==> src/rba_pkg.sv <==
// ----------------------------------------------------------------------------
// rba_pkg: shared types and constants for the ranging block time advance
// widths of the item fields, register codes and controller states
// ----------------------------------------------------------------------------
`default_nettype none

package rba_pkg;

  localparam int FIELD_W       = 32;
  localparam int LEN_W         = 31;
  localparam int APB_DATA_W    = 32;
  localparam int APB_ADDR_W    = 3;
  localparam int TIME_BITS_DEF = 32;

  // register index, taken from paddr[2]
  typedef enum logic [0:0] {
    REG_BLOCK_LEN = 1'b0,
    REG_SLOT_LEN  = 1'b1
  } reg_idx_t;

  typedef enum logic [2:0] {
    ST_IDLE,
    ST_SLOAD,
    ST_SDIV,
    ST_PREP,
    ST_DIV,
    ST_DONE
  } state_t;

endpackage

`default_nettype wire

==> src/rba_in_if.sv <==
// ----------------------------------------------------------------------------
// rba_in_if: input channel of the ranging block time advance
// valid/ready handshake carrying the next access timestamp
// ----------------------------------------------------------------------------
`default_nettype none

interface rba_in_if;
  logic                       valid;
  logic                       ready;
  logic [rba_pkg::FIELD_W-1:0] next_time;

  modport source (output valid, output next_time, input ready);
  modport sink   (input valid, input next_time, output ready);
endinterface

`default_nettype wire

==> src/rba_out_if.sv <==
// ----------------------------------------------------------------------------
// rba_out_if: result channel of the ranging block time advance
// valid/ready handshake carrying block start, counters and advance flag
// ----------------------------------------------------------------------------
`default_nettype none

interface rba_out_if;
  logic                       valid;
  logic                       ready;
  logic [rba_pkg::FIELD_W-1:0] start_time;
  logic [rba_pkg::FIELD_W-1:0] block_count;
  logic [rba_pkg::FIELD_W-1:0] slot_count;
  logic                       advanced;

  modport source (output valid, output start_time, output block_count,
                  output slot_count, output advanced, input ready);
  modport sink   (input valid, input start_time, input block_count,
                  input slot_count, input advanced, output ready);
endinterface

`default_nettype wire

==> src/ranging_block_time_advance.sv <==
// ----------------------------------------------------------------------------
// ranging_block_time_advance: moves the ranging block start past a timestamp
// bit-serial restoring divider, one quotient bit per cycle, with the slot
// count product built by shift-and-add on the quotient bits as they appear
// ----------------------------------------------------------------------------
//
//  channel | dir | handshake            | payload
//  --------+-----+----------------------+------------------------------------
//  in_ch   | in  | valid/ready          | next_time
//  out_ch  | out | valid/ready          | start_time, block_count,
//          |     |                      | slot_count, advanced
//  cfg_*   | in  | apb, pready always 1 | block_length @0x0, slot_length @0x4
//
//  an item that moves the block start goes through PREP, DIV and DONE before
//  the next accept, the divider stepping one bit a cycle over a DIV_W-bit
//  dividend in DIV; an item that does not goes from PREP straight to DONE
//  a config write recomputes slots per block on the same divider in SLOAD
//  and SDIV, during which no item is taken
//  reset is synchronous: counters and block start to zero, lengths to one
//  a finished result waits in the output register; the next item is taken
//  meanwhile and holds in its final state until that register is free
// ----------------------------------------------------------------------------
`default_nettype none

module ranging_block_time_advance #(
  parameter int TIME_BITS = rba_pkg::TIME_BITS_DEF
) (
  input  wire                              clk,
  input  wire                              rst_n,
  rba_in_if.sink                           in_ch,
  rba_out_if.source                        out_ch,
  input  wire                              cfg_psel,
  input  wire                              cfg_penable,
  input  wire                              cfg_pwrite,
  input  wire  [rba_pkg::APB_ADDR_W-1:0]   cfg_paddr,
  input  wire  [rba_pkg::APB_DATA_W-1:0]   cfg_pwdata,
  output logic [rba_pkg::APB_DATA_W-1:0]   cfg_prdata,
  output logic                             cfg_pready
);

  localparam int LEN_W   = rba_pkg::LEN_W;
  localparam int FIELD_W = rba_pkg::FIELD_W;
  localparam int DIV_W   = ((TIME_BITS > LEN_W) ? TIME_BITS : LEN_W) + 1;
  localparam int CNT_W   = $clog2(DIV_W);

  rba_pkg::state_t state_r, state_nxt;

  logic [LEN_W-1:0]     blen_r, blen_nxt;
  logic [LEN_W-1:0]     slen_r, slen_nxt;
  logic [LEN_W-1:0]     spb_r, spb_nxt;
  logic [TIME_BITS-1:0] start_r, start_nxt;
  logic [TIME_BITS-1:0] bcnt_r, bcnt_nxt;
  logic [TIME_BITS-1:0] scnt_r, scnt_nxt;
  logic                 out_valid_r, out_valid_nxt;

  logic [TIME_BITS-1:0] next_r, next_nxt;
  logic [LEN_W-1:0]     rem_r, rem_nxt;
  logic [DIV_W-1:0]     dq_r, dq_nxt;
  logic [LEN_W-1:0]     div_r, div_nxt;
  logic [TIME_BITS-1:0] acc_r, acc_nxt;
  logic [CNT_W-1:0]     cnt_r, cnt_nxt;
  logic                 adv_r, adv_nxt;
  logic [FIELD_W-1:0]   out_start_r, out_start_nxt;
  logic [FIELD_W-1:0]   out_bcnt_r, out_bcnt_nxt;
  logic [FIELD_W-1:0]   out_scnt_r, out_scnt_nxt;
  logic                 out_adv_r, out_adv_nxt;

  logic                 cfg_wr;
  rba_pkg::reg_idx_t    cfg_idx;
  logic                 in_fire;
  logic                 out_free;
  logic [LEN_W-1:0]     blen_eff;
  logic [LEN_W-1:0]     slen_eff;
  logic [LEN_W:0]       trial;
  logic [LEN_W:0]       trial_sub;
  logic                 qbit;
  logic [LEN_W-1:0]     rem_step;
  logic [DIV_W-1:0]     dq_step;
  logic                 last_step;
  logic [TIME_BITS-1:0] diff;
  logic [TIME_BITS-1:0] mag;
  logic                 past;
  logic [DIV_W-1:0]     dividend;
  logic [TIME_BITS-1:0] start_new;

  assign cfg_wr   = cfg_psel & cfg_penable & cfg_pwrite;
  assign cfg_idx  = rba_pkg::reg_idx_t'(cfg_paddr[2]);
  assign in_fire  = in_ch.valid & in_ch.ready;
  assign out_free = ~out_valid_r | out_ch.ready;

  assign blen_eff = (blen_r == '0) ? LEN_W'(1) : blen_r;
  assign slen_eff = (slen_r == '0) ? LEN_W'(1) : slen_r;

  // one restoring division step
  assign trial     = {rem_r, dq_r[DIV_W-1]};
  assign trial_sub = trial - {1'b0, div_r};
  assign qbit      = (trial >= {1'b0, div_r});
  assign rem_step  = qbit ? trial_sub[LEN_W-1:0] : trial[LEN_W-1:0];
  assign dq_step   = {dq_r[DIV_W-2:0], qbit};
  assign last_step = (cnt_r == CNT_W'(DIV_W - 1));

  // start lies in the past when start - next is negative
  assign diff     = start_r - next_r;
  assign mag      = next_r - start_r;
  assign past     = diff[TIME_BITS-1];
  assign dividend = DIV_W'(mag) + DIV_W'(blen_eff);

  // add * blen = (mag + blen) - rem, and start + mag = next
  assign start_new = next_r + TIME_BITS'(blen_eff) - TIME_BITS'(rem_r);

  // next state
  always_comb begin
    state_nxt = state_r;
    case (state_r)
      rba_pkg::ST_IDLE: begin
        if (in_fire) state_nxt = rba_pkg::ST_PREP;
      end
      rba_pkg::ST_SLOAD: begin
        state_nxt = rba_pkg::ST_SDIV;
      end
      rba_pkg::ST_SDIV: begin
        if (last_step) state_nxt = rba_pkg::ST_IDLE;
      end
      rba_pkg::ST_PREP: begin
        state_nxt = past ? rba_pkg::ST_DIV : rba_pkg::ST_DONE;
      end
      rba_pkg::ST_DIV: begin
        if (last_step) state_nxt = rba_pkg::ST_DONE;
      end
      rba_pkg::ST_DONE: begin
        if (out_free) state_nxt = rba_pkg::ST_IDLE;
      end
      default: begin
        state_nxt = rba_pkg::ST_IDLE;
      end
    endcase
    if (cfg_wr) state_nxt = rba_pkg::ST_SLOAD;
  end

  // datapath and outputs
  always_comb begin
    blen_nxt      = blen_r;
    slen_nxt      = slen_r;
    spb_nxt       = spb_r;
    start_nxt     = start_r;
    bcnt_nxt      = bcnt_r;
    scnt_nxt      = scnt_r;
    next_nxt      = next_r;
    rem_nxt       = rem_r;
    dq_nxt        = dq_r;
    div_nxt       = div_r;
    acc_nxt       = acc_r;
    cnt_nxt       = cnt_r;
    adv_nxt       = adv_r;
    out_start_nxt = out_start_r;
    out_bcnt_nxt  = out_bcnt_r;
    out_scnt_nxt  = out_scnt_r;
    out_adv_nxt   = out_adv_r;
    out_valid_nxt = out_valid_r & ~out_ch.ready;

    in_ch.ready = (state_r == rba_pkg::ST_IDLE) & ~cfg_wr;

    if (cfg_wr) begin
      case (cfg_idx)
        rba_pkg::REG_BLOCK_LEN: blen_nxt = cfg_pwdata[LEN_W-1:0];
        rba_pkg::REG_SLOT_LEN:  slen_nxt = cfg_pwdata[LEN_W-1:0];
        default: ;
      endcase
    end

    if (in_fire) next_nxt = TIME_BITS'(in_ch.next_time);

    case (state_r)
      rba_pkg::ST_SLOAD: begin
        rem_nxt = '0;
        dq_nxt  = DIV_W'(blen_eff);
        div_nxt = slen_eff;
        cnt_nxt = '0;
      end
      rba_pkg::ST_SDIV: begin
        rem_nxt = rem_step;
        dq_nxt  = dq_step;
        cnt_nxt = cnt_r + CNT_W'(1);
        if (last_step) spb_nxt = dq_step[LEN_W-1:0];
      end
      rba_pkg::ST_PREP: begin
        rem_nxt = '0;
        dq_nxt  = dividend;
        div_nxt = blen_eff;
        cnt_nxt = '0;
        acc_nxt = '0;
        adv_nxt = past;
      end
      rba_pkg::ST_DIV: begin
        rem_nxt = rem_step;
        dq_nxt  = dq_step;
        cnt_nxt = cnt_r + CNT_W'(1);
        // quotient bits arrive msb first: horner form of add * spb
        acc_nxt = {acc_r[TIME_BITS-2:0], 1'b0} +
                  (qbit ? TIME_BITS'(spb_r) : '0);
      end
      rba_pkg::ST_DONE: begin
        if (out_free) begin
          out_valid_nxt = 1'b1;
          out_adv_nxt   = adv_r;
          if (adv_r) begin
            start_nxt     = start_new;
            bcnt_nxt      = bcnt_r + TIME_BITS'(dq_r);
            scnt_nxt      = scnt_r + acc_r;
            out_start_nxt = FIELD_W'(start_new);
            out_bcnt_nxt  = FIELD_W'(bcnt_r + TIME_BITS'(dq_r));
            out_scnt_nxt  = FIELD_W'(scnt_r + acc_r);
          end else begin
            out_start_nxt = FIELD_W'(start_r);
            out_bcnt_nxt  = FIELD_W'(bcnt_r);
            out_scnt_nxt  = FIELD_W'(scnt_r);
          end
        end
      end
      default: ;
    endcase
  end

  always_ff @(posedge clk) begin
    if (!rst_n) begin
      state_r     <= rba_pkg::ST_IDLE;
      blen_r      <= LEN_W'(1);
      slen_r      <= LEN_W'(1);
      spb_r       <= LEN_W'(1);
      start_r     <= '0;
      bcnt_r      <= '0;
      scnt_r      <= '0;
      out_valid_r <= 1'b0;
    end else begin
      state_r     <= state_nxt;
      blen_r      <= blen_nxt;
      slen_r      <= slen_nxt;
      spb_r       <= spb_nxt;
      start_r     <= start_nxt;
      bcnt_r      <= bcnt_nxt;
      scnt_r      <= scnt_nxt;
      out_valid_r <= out_valid_nxt;
    end
  end

  always_ff @(posedge clk) begin
    next_r      <= next_nxt;
    rem_r       <= rem_nxt;
    dq_r        <= dq_nxt;
    div_r       <= div_nxt;
    acc_r       <= acc_nxt;
    cnt_r       <= cnt_nxt;
    adv_r       <= adv_nxt;
    out_start_r <= out_start_nxt;
    out_bcnt_r  <= out_bcnt_nxt;
    out_scnt_r  <= out_scnt_nxt;
    out_adv_r   <= out_adv_nxt;
  end

  assign out_ch.valid       = out_valid_r;
  assign out_ch.start_time  = out_start_r;
  assign out_ch.block_count = out_bcnt_r;
  assign out_ch.slot_count  = out_scnt_r;
  assign out_ch.advanced    = out_adv_r;

  always_comb begin
    case (cfg_idx)
      rba_pkg::REG_BLOCK_LEN: cfg_prdata = rba_pkg::APB_DATA_W'(blen_r);
      rba_pkg::REG_SLOT_LEN:  cfg_prdata = rba_pkg::APB_DATA_W'(slen_r);
      default:                cfg_prdata = '0;
    endcase
  end

  assign cfg_pready = 1'b1;

endmodule

`default_nettype wire

==> src/flat_wrapper.sv <==
// flat-port wrapper written by rule: the top's interface ports become plain ports
module ranging_block_time_advance_flat 
#(
  parameter int TIME_BITS = rba_pkg::TIME_BITS_DEF
)
  (clk, rst_n, cfg_psel, cfg_penable, cfg_pwrite, cfg_paddr, cfg_pwdata, cfg_prdata, cfg_pready, in_ch_valid, in_ch_next_time, in_ch_ready, out_ch_valid, out_ch_start_time, out_ch_block_count, out_ch_slot_count, out_ch_advanced, out_ch_ready);
  rba_in_if in_ch_i ();
  rba_out_if out_ch_i ();
  input  wire clk;
  input  wire rst_n;
  input  wire cfg_psel;
  input  wire cfg_penable;
  input  wire cfg_pwrite;
  input  wire  [rba_pkg::APB_ADDR_W-1:0] cfg_paddr;
  input  wire  [rba_pkg::APB_DATA_W-1:0] cfg_pwdata;
  output logic [rba_pkg::APB_DATA_W-1:0] cfg_prdata;
  output logic cfg_pready;
  input wire logic [$bits(in_ch_i.valid)-1:0] in_ch_valid;
  input wire logic [$bits(in_ch_i.next_time)-1:0] in_ch_next_time;
  output wire logic [$bits(in_ch_i.ready)-1:0] in_ch_ready;
  output wire logic [$bits(out_ch_i.valid)-1:0] out_ch_valid;
  output wire logic [$bits(out_ch_i.start_time)-1:0] out_ch_start_time;
  output wire logic [$bits(out_ch_i.block_count)-1:0] out_ch_block_count;
  output wire logic [$bits(out_ch_i.slot_count)-1:0] out_ch_slot_count;
  output wire logic [$bits(out_ch_i.advanced)-1:0] out_ch_advanced;
  input wire logic [$bits(out_ch_i.ready)-1:0] out_ch_ready;
  assign in_ch_i.valid = in_ch_valid;
  assign in_ch_i.next_time = in_ch_next_time;
  assign in_ch_ready = in_ch_i.ready;
  assign out_ch_valid = out_ch_i.valid;
  assign out_ch_start_time = out_ch_i.start_time;
  assign out_ch_block_count = out_ch_i.block_count;
  assign out_ch_slot_count = out_ch_i.slot_count;
  assign out_ch_advanced = out_ch_i.advanced;
  assign out_ch_i.ready = out_ch_ready;
  ranging_block_time_advance #(.TIME_BITS(TIME_BITS)) u_core (.clk(clk), .rst_n(rst_n), .in_ch(in_ch_i), .out_ch(out_ch_i), .cfg_psel(cfg_psel), .cfg_penable(cfg_penable), .cfg_pwrite(cfg_pwrite), .cfg_paddr(cfg_paddr), .cfg_pwdata(cfg_pwdata), .cfg_prdata(cfg_prdata), .cfg_pready(cfg_pready));
endmodule
==> config.mk <==
export PLATFORM = sky130hd
export DESIGN_NAME = ranging_block_time_advance_flat
export DESIGN_NICKNAME = d
export VERILOG_FILES = /design/src/rba_pkg.sv /design/src/rba_in_if.sv /design/src/rba_out_if.sv /design/src/ranging_block_time_advance.sv /design/src/flat_wrapper.sv
export SDC_FILE = /design/constraint.sdc
export NUM_CORES = 1
export LEC_CHECK = 0
export BUFFER_PORTS_ARGS = -buffer_cell sky130_fd_sc_hd__buf_2
export CORE_ASPECT_RATIO = 0.9
export CORE_UTILIZATION = 35
export DETAILED_ROUTE_END_ITERATION = 10
export GPL_TIMING_DRIVEN = 0
export HOLD_SLACK_MARGIN = 0.06
export PLACE_DENSITY = 0.51
export SYNTH_ARGS = -nofsm -noshare
export SYNTH_HDL_FRONTEND = slang
export SYNTH_SLANG_ARGS = --single-unit
==> constraint.sdc <==
create_clock -name clk -period 12.2 [get_ports clk]
set_input_delay 0.61 -clock clk [delete_from_list [all_inputs] [get_ports clk]]
set_output_delay 0.61 -clock clk [all_outputs]
set_load 0.02 [all_outputs]
==> flow_summary.yaml, run 1 <==
status:
  status: "finished, violations left"
  violated_checks: "DRC"
yosys:
  synthDominantAreaCellType: "sky130_fd_sc_hd__edfxtp_1"
  ys_top_cells_by_area: "sky130_fd_sc_hd__edfxtp_1 26%, sky130_fd_sc_hd__dfxtp_1 13%, sky130_fd_sc_hd__ha_1 10%"
  mappedNetlistArea_mm2: 0.0309
  ys_warn_count: 0
  avgSynthCellArea_um2: 8.81
  synth-main-ff-cell: "sky130_fd_sc_hd__edfxtp_1"
  most_repeated_cell_in_the_gate_level_netlist_after_synthesis: "sky130_fd_sc_hd__nand2_1"
  number_of_enable_type_register_cells_in_the_synthesized_netlist: 263
  postSynthCellCount: 3503
  post_synth_and_or_nand_nor_area_fraction: 0.153
  fraction_of_synthesized_cell_area_taken_by_the_top_area_cell_type: 0.256
  synth.yosys.seq_area_share: 0.381
  synthAdderAreaFrac: 0.127
  synth_cell_type_count: 89
  synth-compound-area-share: 0.198
  postSynthRegisterBits: 456
  async_reset_ff_frac: 0
  synthMuxAreaShare: 0.0332
  synth-xor-area-share: 0.0539
  main_combinational_cell_family_by_area_after_synthesis: "compound AO/OA/AOI/OAI gates"
  synth_commonest_cells: "524 x sky130_fd_sc_hd__nand2_1, 344 x sky130_fd_sc_hd__a21oi_1, 263 x sky130_fd_sc_hd__edfxtp_1"
  synthesis.nets: 3867
final_layout:
  max_flop_register: "u_core.dq_r"
  layout-area-overhead-vs-synth_pct: 14.1
  final_layout_size_suffix_gt1_frac: 0.105
  final_design_area_no_fill_mm2: 0.0352
  largest_register_ffs: 33
  final_std_cells_w_o_fill: 4951
  final_net_count: 4125
timing:
  timing_max_transition_violations_final: 0
  final_min_period_over_clock_period: 0.598
  final-setup-viol-count: 0
  fin_setup_tns_ps: 0
  clock-skew-final_ps: 25.8
  finalHoldViolCount: 0
  timing.fmax_mhz: 137
  grt_setup_unrepaired: "no"
  tightestPinTransition_ps: 1180
  min_period_ps: 7300
  post-route-worst-setup-slack_ps: 4900
  timing.slew.headroom: 0.211
floorplanning:
  fp-row-count: 102
  die_x_um: 315
  overall_die_height_um: 284
  num_io_pins: 206
  standard_cell_core_area_mm2: 0.0867
  design.die.area_mm2: 0.0894
  start_util: 0.356
setup_path:
  worst_r2r_src: "u_core.dq_r[32]"
  arrival_ps: 7660
  peak_fanout_along_the_critical_path: 10
  worst-r2r-cell-count: 24
  timing.reg2reg.setup_slack_ps: 4900
  setup.worst_path.end_class: "flip-flop"
  r2r_end: "u_core.acc_r[30]"
  worst-setup-path-type: "reg2reg"
  crit_required_ps: 12560
  worst_setup_path_start_kind: "flip-flop"
min_path:
  hold_path_cells: 1
  worstHoldStart: "in_ch_next_time[17]"
  hold_path_class: "in2reg"
  hold-path-endpoint: "u_core.next_r[17]"
power_and_ir_drop:
  power_leakage_uw: 0.0145
  p_seq_frac: 0.284
  pwr_density_cell_mw_per_mm2: 242
  combinational_share_of_power: 0.520
  cellInternalPower_uw: 4680
  clockPowerShare: 0.197
  power.net_switching_uw: 3850
  ir_drop_uv: 144
  swShare: 0.451
placed_design:
  gp_routability_congestion: 0.939
  place_area_mm2: 0.0334
  place.detailed.instances: 4850
  place_hpwl_um: 86000
  io_buffers: 198
  post_place_worst_slack_ps: 5070
global_route:
  grt_start_max_net_pins: 42
  grt_pass1_vias: 25100
  grt_overflow: 0
  grt_pass1_wl_um: 161000
  grt_use_total: 0.239
  initial_antenna_violation_count: 3
route:
  route.antenna.remaining_nets: 0
  dr.first_iter.drc_count: 2324
  wirelength_um: 109000
  drt-pass1-iter-count: 8
  post_detailed_route_via_to_cell_ratio: 5.36
  wl_per_cell_um: 21.9
  via_count: 26500
  post-route-drc-count: 22
clocking:
  clockRootBuffer: "sky130_fd_sc_hd__clkbuf_16"
  postCtsResizedCells: 0
  cts_num_sinks: 456
  clkTransAtPathRegs_ps: 60
  clk_path_buf_depth: 3
  tritoncts_clock_tree: "built"
  numCtsBuffers: 53
  worstSkewPairLatency_ps: 630
  post_cts_buffers: 0
  cts_max_level: 2
  cts_hold_buffers: 0
run:
  cap_violations: 0
routing by layer:
metal / part of all wire / vias up / wire length [um] / GRT usage
met4: 0.023 / 2 / 2550 / 0.0601
met3: 0.057 / 129 / 6210 / 0.0288
met1: 0.47 / 12800 / 51500 / 0.342
li1: - / 12900 / - / -
met5: 0.00012 / - / 13 / 0
met2: 0.45 / 740 / 48300 / 0.377
kinds of logic (layout without fill, tap and decap cells):
group,Yosys count,after routing
adder cells (fa/ha/maj),290,290
buffers and inverters,436,739
AO/OA/AOI/OAI,971,971
XOR/XNOR,190,190
multiplexers,96,96
flip-flops,456,456
other,2,3
AND/OR/NAND/NOR,1062,1062
final cells by class:
type                       count  area, um^2
sequential                   456       11800
multi-input combinational   2611       17500
fill                        8865       51400
antenna                        1        2.50
timing repair buffer         203        1100
tap                         1144        1430
buffer                       182         724
clock inverter                30         329
inverter                     254         953
clock buffer                  70        1470
how the worst max path moves through the flow:
stage          slack [ps]  cells past startpoint                to       startpoint
2_1_floorplan        6890                     23  u_core.acc_r[31]  u_core.rem_r[1]
3_3_place_gp         5020                     23  u_core.acc_r[31]  u_core.rem_r[1]
3_5_place_dp         5070                     23  u_core.acc_r[31]  u_core.rem_r[1]
4_1_cts              5030                     23  u_core.acc_r[31]  u_core.rem_r[1]
5_1_grt              4580                     23  u_core.acc_r[31]  u_core.rem_r[1]
6_report             4900                     24  u_core.acc_r[30]  u_core.dq_r[32]
power by group through the flow:
stage	Combinational [uW]	Sequential, uW	Clock [uW]
detailed placement	4370	2450	0
floorplan	3100	2330	0
global placement	4340	2480	0
CTS	4400	2420	1710
global route	4870	2440	1770
finish	4430	2420	1680
worst max-delay path: stages (launching register included):
cell and delay [ps]:
sky130_fd_sc_hd__edfxtp_1 410, sky130_fd_sc_hd__inv_1 70, sky130_fd_sc_hd__ha_1 210, sky130_fd_sc_hd__fa_1 420
sky130_fd_sc_hd__nor2b_1 140, sky130_fd_sc_hd__o21ai_0 120, sky130_fd_sc_hd__a21boi_1 320, sky130_fd_sc_hd__o31ai_1 150
sky130_fd_sc_hd__a21oi_1 240, sky130_fd_sc_hd__a211oi_2 200, sky130_fd_sc_hd__o211a_1 280, sky130_fd_sc_hd__o21ai_2 710
sky130_fd_sc_hd__clkbuf_1 610, sky130_fd_sc_hd__and2_1 250, sky130_fd_sc_hd__ha_1 200, sky130_fd_sc_hd__a21o_1 140
sky130_fd_sc_hd__a21oi_1 100, sky130_fd_sc_hd__o21ba_2 220, sky130_fd_sc_hd__o21ai_0 270, sky130_fd_sc_hd__a21oi_1 150
sky130_fd_sc_hd__o21ai_0 700, sky130_fd_sc_hd__a311oi_1 370, sky130_fd_sc_hd__o31a_1 430, sky130_fd_sc_hd__o2111ai_1 190
sky130_fd_sc_hd__nand3_1 110
cells in the final DEF (no fill, tap or decap), types with 52 or more instances in the layout:
cell and instances:
sky130_fd_sc_hd__buf_2 201, sky130_fd_sc_hd__nand3_1 61, sky130_fd_sc_hd__nand2_1 523, sky130_fd_sc_hd__mux2_2 52, sky130_fd_sc_hd__ha_1 253, sky130_fd_sc_hd__clkbuf_16 56, sky130_fd_sc_hd__dfxtp_1 193, sky130_fd_sc_hd__a21oi_1 344
sky130_fd_sc_hd__xor2_1 70, sky130_fd_sc_hd__edfxtp_1 263, sky130_fd_sc_hd__clkbuf_1 174, sky130_fd_sc_hd__a21o_1 120, sky130_fd_sc_hd__xnor2_1 120, sky130_fd_sc_hd__inv_1 252, sky130_fd_sc_hd__nor2_1 209, sky130_fd_sc_hd__o21ai_0 202
stage by stage:
stage	power (uW)	hold slack (ps)	utilization
after global placement	6810	440	0.384
after floorplan	5430	424	-
final	8530	153	0.406
after global routing	9090	134	0.406
after detailed placement	6820	443	0.386
after CTS	8530	123	0.406
No activity file was read; power rests on OpenSTA's default activity.
==> run 2: changes to the inputs <==
--- a/config.mk
+++ b/config.mk
@@ -5,6 +5,7 @@
 export SDC_FILE = /design/constraint.sdc
 export NUM_CORES = 1
 export LEC_CHECK = 0
+export ABC_AREA = 1
 export BUFFER_PORTS_ARGS = -buffer_cell sky130_fd_sc_hd__buf_2
 export CORE_ASPECT_RATIO = 0.9
 export CORE_UTILIZATION = 35
==> constraint.sdc (replaced) <==
create_clock -name clk -period 7.6 [get_ports clk]
set_input_delay 0.38 -clock clk [delete_from_list [all_inputs] [get_ports clk]]
set_output_delay 0.38 -clock clk [all_outputs]
set_load 0.02 [all_outputs]
==> flow_summary.yaml, run 2 <==
final_layout:
  area_occupied_by_multi_input_gates_mm2: 0.0186
  layout.area.seq_mm2: 0.0118
  final_net_count: 5437
  layout-area-overhead-vs-synth_pct: 15.5
  fillCellCount: 10100
  final_layout_size_suffix_gt1_frac: 0.0815
  final_cell_mix: "1,109 x sky130_fd_sc_hd__nand2_1, 667 x sky130_fd_sc_hd__inv_1, 515 x sky130_fd_sc_hd__nor2_1"
  final_design_area_no_fill_mm2: 0.0388
  max_flop_register: "u_core.dq_r"
  largest_register_ffs: 33
  utilization: 0.409
  layout.cells.most_common: "sky130_fd_sc_hd__nand2_1"
setup_path:
  worst-r2r-cell-count: 22
  r2r_end: "u_core.acc_r[29]"
  worst_setup_path_start_kind: "flip-flop"
  setup.worst_path.end_class: "flip-flop"
  crit_required_ps: 8000
  arrival_ps: 5910
  worst_r2r_src: "u_core.rem_r[12]"
  timing.reg2reg.setup_slack_ps: 2090
  worst-setup-path-type: "reg2reg"
  peak_fanout_along_the_critical_path: 10
yosys:
  synth_commonest_cells: "1,110 x sky130_fd_sc_hd__nand2_1, 667 x sky130_fd_sc_hd__inv_1, 516 x sky130_fd_sc_hd__nor2_1"
  async_reset_ff_frac: 0
  synth-main-ff-cell: "sky130_fd_sc_hd__edfxtp_1"
  synthesis.nets: 5110
  fraction_of_synthesized_cell_area_taken_by_the_top_area_cell_type: 0.235
  avgSynthCellArea_um2: 7.09
  synthDominantAreaCellType: "sky130_fd_sc_hd__edfxtp_1"
  mappedNetlistArea_mm2: 0.0336
  postSynthRegisterBits: 456
  number_of_enable_type_register_cells_in_the_synthesized_netlist: 263
  ys_warn_count: 0
  ys_top_cells_by_area: "sky130_fd_sc_hd__edfxtp_1 23%, sky130_fd_sc_hd__nand2_1 12%, sky130_fd_sc_hd__dfxtp_1 11%"
  synth.yosys.seq_area_share: 0.350
  most_repeated_cell_in_the_gate_level_netlist_after_synthesis: "sky130_fd_sc_hd__nand2_1"
  synth_cell_type_count: 56
  postSynthCellCount: 4746
power_and_ir_drop:
  ir_drop_uv: 188
  power_leakage_uw: 0.0183
  pwr_density_cell_mw_per_mm2: 369
clocking:
  worstSkewPairLatency_ps: 650
  post_cts_buffers: 0
  cts_num_sinks: 456
  numCtsBuffers: 55
  clockRootBuffer: "sky130_fd_sc_hd__clkbuf_16"
  clk_path_buf_depth: 3
  cts_max_level: 2
  postCtsResizedCells: 0
  cts_hold_buffers: 64
  tritoncts_clock_tree: "built"
  clkTransAtPathRegs_ps: 60
timing:
  final_min_period_over_clock_period: 0.725
  clock-skew-final_ps: 43.0
  tightestPinTransition_ps: 1390
  fin_setup_tns_ps: 0
  post-route-worst-setup-slack_ps: 2090
  final-setup-viol-count: 0
  timing_max_transition_violations_final: 0
  min_period_ps: 5510
  grt_setup_unrepaired: "no"
  finalHoldViolCount: 0
  timing.fmax_mhz: 182
  timing.slew.headroom: 0.0701
floorplanning:
  fp-row-count: 107
  die_x_um: 329
  start_util: 0.354
  num_io_pins: 206
  design.die.area_mm2: 0.0974
  overall_die_height_um: 296
  standard_cell_core_area_mm2: 0.0949
global_route:
  grt_start_max_net_pins: 62
  grt_use_total: 0.293
  grt_pass1_vias: 30400
  grt_pass1_wl_um: 208000
  initial_antenna_violation_count: 7
  grt_overflow: 0
route:
  dr.first_iter.drc_count: 3294
  via_count: 33000
  wl_per_cell_um: 22.7
  post_detailed_route_via_to_cell_ratio: 5.18
  route.antenna.remaining_nets: 0
  post-route-drc-count: 18
  drt-pass1-iter-count: 9
  wirelength_um: 145000
status:
  violated_checks: "DRC"
  status: "finished, violations left"
placed_design:
  gp_routability_congestion: 0.981
  place_area_mm2: 0.0364
  place_hpwl_um: 119000
  post_place_worst_slack_ps: 2340
  io_buffers: 198
min_path:
  hold-path-endpoint: "u_core.next_r[2]"
  hold_path_cells: 3
  hold_path_class: "in2reg"
  worstHoldStart: "in_ch_valid"
run:
  cap_violations: 0
run 2: cell count changes in the layout (fill, tap and decap cells not counted), sizes merged, moves of 44 or more:
cell / before / now
nand3: 62 / 241
mux2i: 44 / 0
o21ai: 211 / 442
nor2: 209 / 522
nand2: 525 / 1143
a21oi: 348 / 415
xnor2: 120 / 36
inv: 257 / 706
mux2: 52 / 0
dlygate4sd3: 0 / 64
a21o: 120 / 22
and2: 49 / 3
run 2: stage by stage:
stage / hold slack [ps] / cells / power (uW)
5_1_grt: 232 / 6372 / 15300
6_report: 214 / 6378 / 14300
4_1_cts: 179 / 6372 / 14200
3_3_place_gp: 460 / 6197 / 11400
3_5_place_dp: 465 / 6205 / 11400
2_1_floorplan: 424 / 4746 / 8620
run 2: logic make-up (layout without fill, tap and decap cells):
family,after synthesis,in the layout,share of synthesized area
compound gates,1007,1007,0.162
xor+xnor,82,82,0.0213
fa+ha+maj,290,290,0.116
buf+inv,855,1228,0.0986
flops,456,456,0.350
other cells,2,8,0.000223
simple gates,2054,2054,0.252
run 2: worst max path at each step:
| stage | from | to | slack, ps | cells past startpoint |
|---|---|---|---|---|
| detailed placement | u_core.rem_r[12] | u_core.acc_r[29] | 2340 | 22 |
| CTS | u_core.rem_r[12] | u_core.acc_r[29] | 2290 | 22 |
| finish | u_core.rem_r[12] | u_core.acc_r[29] | 2090 | 22 |
| floorplan | u_core.state_r[2] | u_core.out_ch.advanced | 3380 | 5 |
| global placement | u_core.state_r[0] | u_core.dq_r[18] | 310 | 8 |
| global route | u_core.rem_r[14] | u_core.acc_r[29] | 1850 | 22 |
run 2: per-layer routing:
metal / vias up / track usage / part of all wire / wire (um)
met3: 116 / 0.0401 / 0.069 / 10000
met2: 1078 / 0.424 / 0.40 / 58500
li1: 16300 / - / - / -
met5: - / 0 / 0 / 0
met1: 15600 / 0.454 / 0.51 / 73300
met4: 0 / 0.0589 / 0.019 / 2720
run 2: final cells by class:
cell class	instances	area share
flip-flops and latches	456	0.303
clock buffers	90	0.0433
well taps	1253	0.0404
repair buffers	270	0.0456
clock inverters	13	0.00306
inverters	704	0.0680
multi-input cells	3435	0.479
diodes	6	0.000387
plain buffers	151	0.0175
run 2: worst max-delay path: stages, from the launching register on:
cell                       delay [ps]
sky130_fd_sc_hd__edfxtp_1         470
sky130_fd_sc_hd__ha_1             390
sky130_fd_sc_hd__nand2_1          190
sky130_fd_sc_hd__nor2_2           180
sky130_fd_sc_hd__nand2_1          140
sky130_fd_sc_hd__nor4b_1          740
sky130_fd_sc_hd__nand2_1          150
sky130_fd_sc_hd__nand3_2          200
sky130_fd_sc_hd__buf_8            250
sky130_fd_sc_hd__buf_12           170
sky130_fd_sc_hd__nand2_2           50
sky130_fd_sc_hd__inv_2             40
sky130_fd_sc_hd__ha_1             170
sky130_fd_sc_hd__fa_1             210
sky130_fd_sc_hd__nand2_1           70
sky130_fd_sc_hd__nand2_1           60
sky130_fd_sc_hd__o21ai_0          160
sky130_fd_sc_hd__o21ai_0          790
sky130_fd_sc_hd__nand4_1          190
sky130_fd_sc_hd__nand2_1          280
sky130_fd_sc_hd__nand3_1          150
sky130_fd_sc_hd__a21oi_1          160
sky130_fd_sc_hd__nor2_1            60
run 2: report_power, final:
| group | internal (uW) | switching, uW |
|---|---|---|
| combinational | 2290 | 5430 |
| sequential | 3350 | 549 |
| clock | 1540 | 1160 |
| total | 7170 | 7140 |
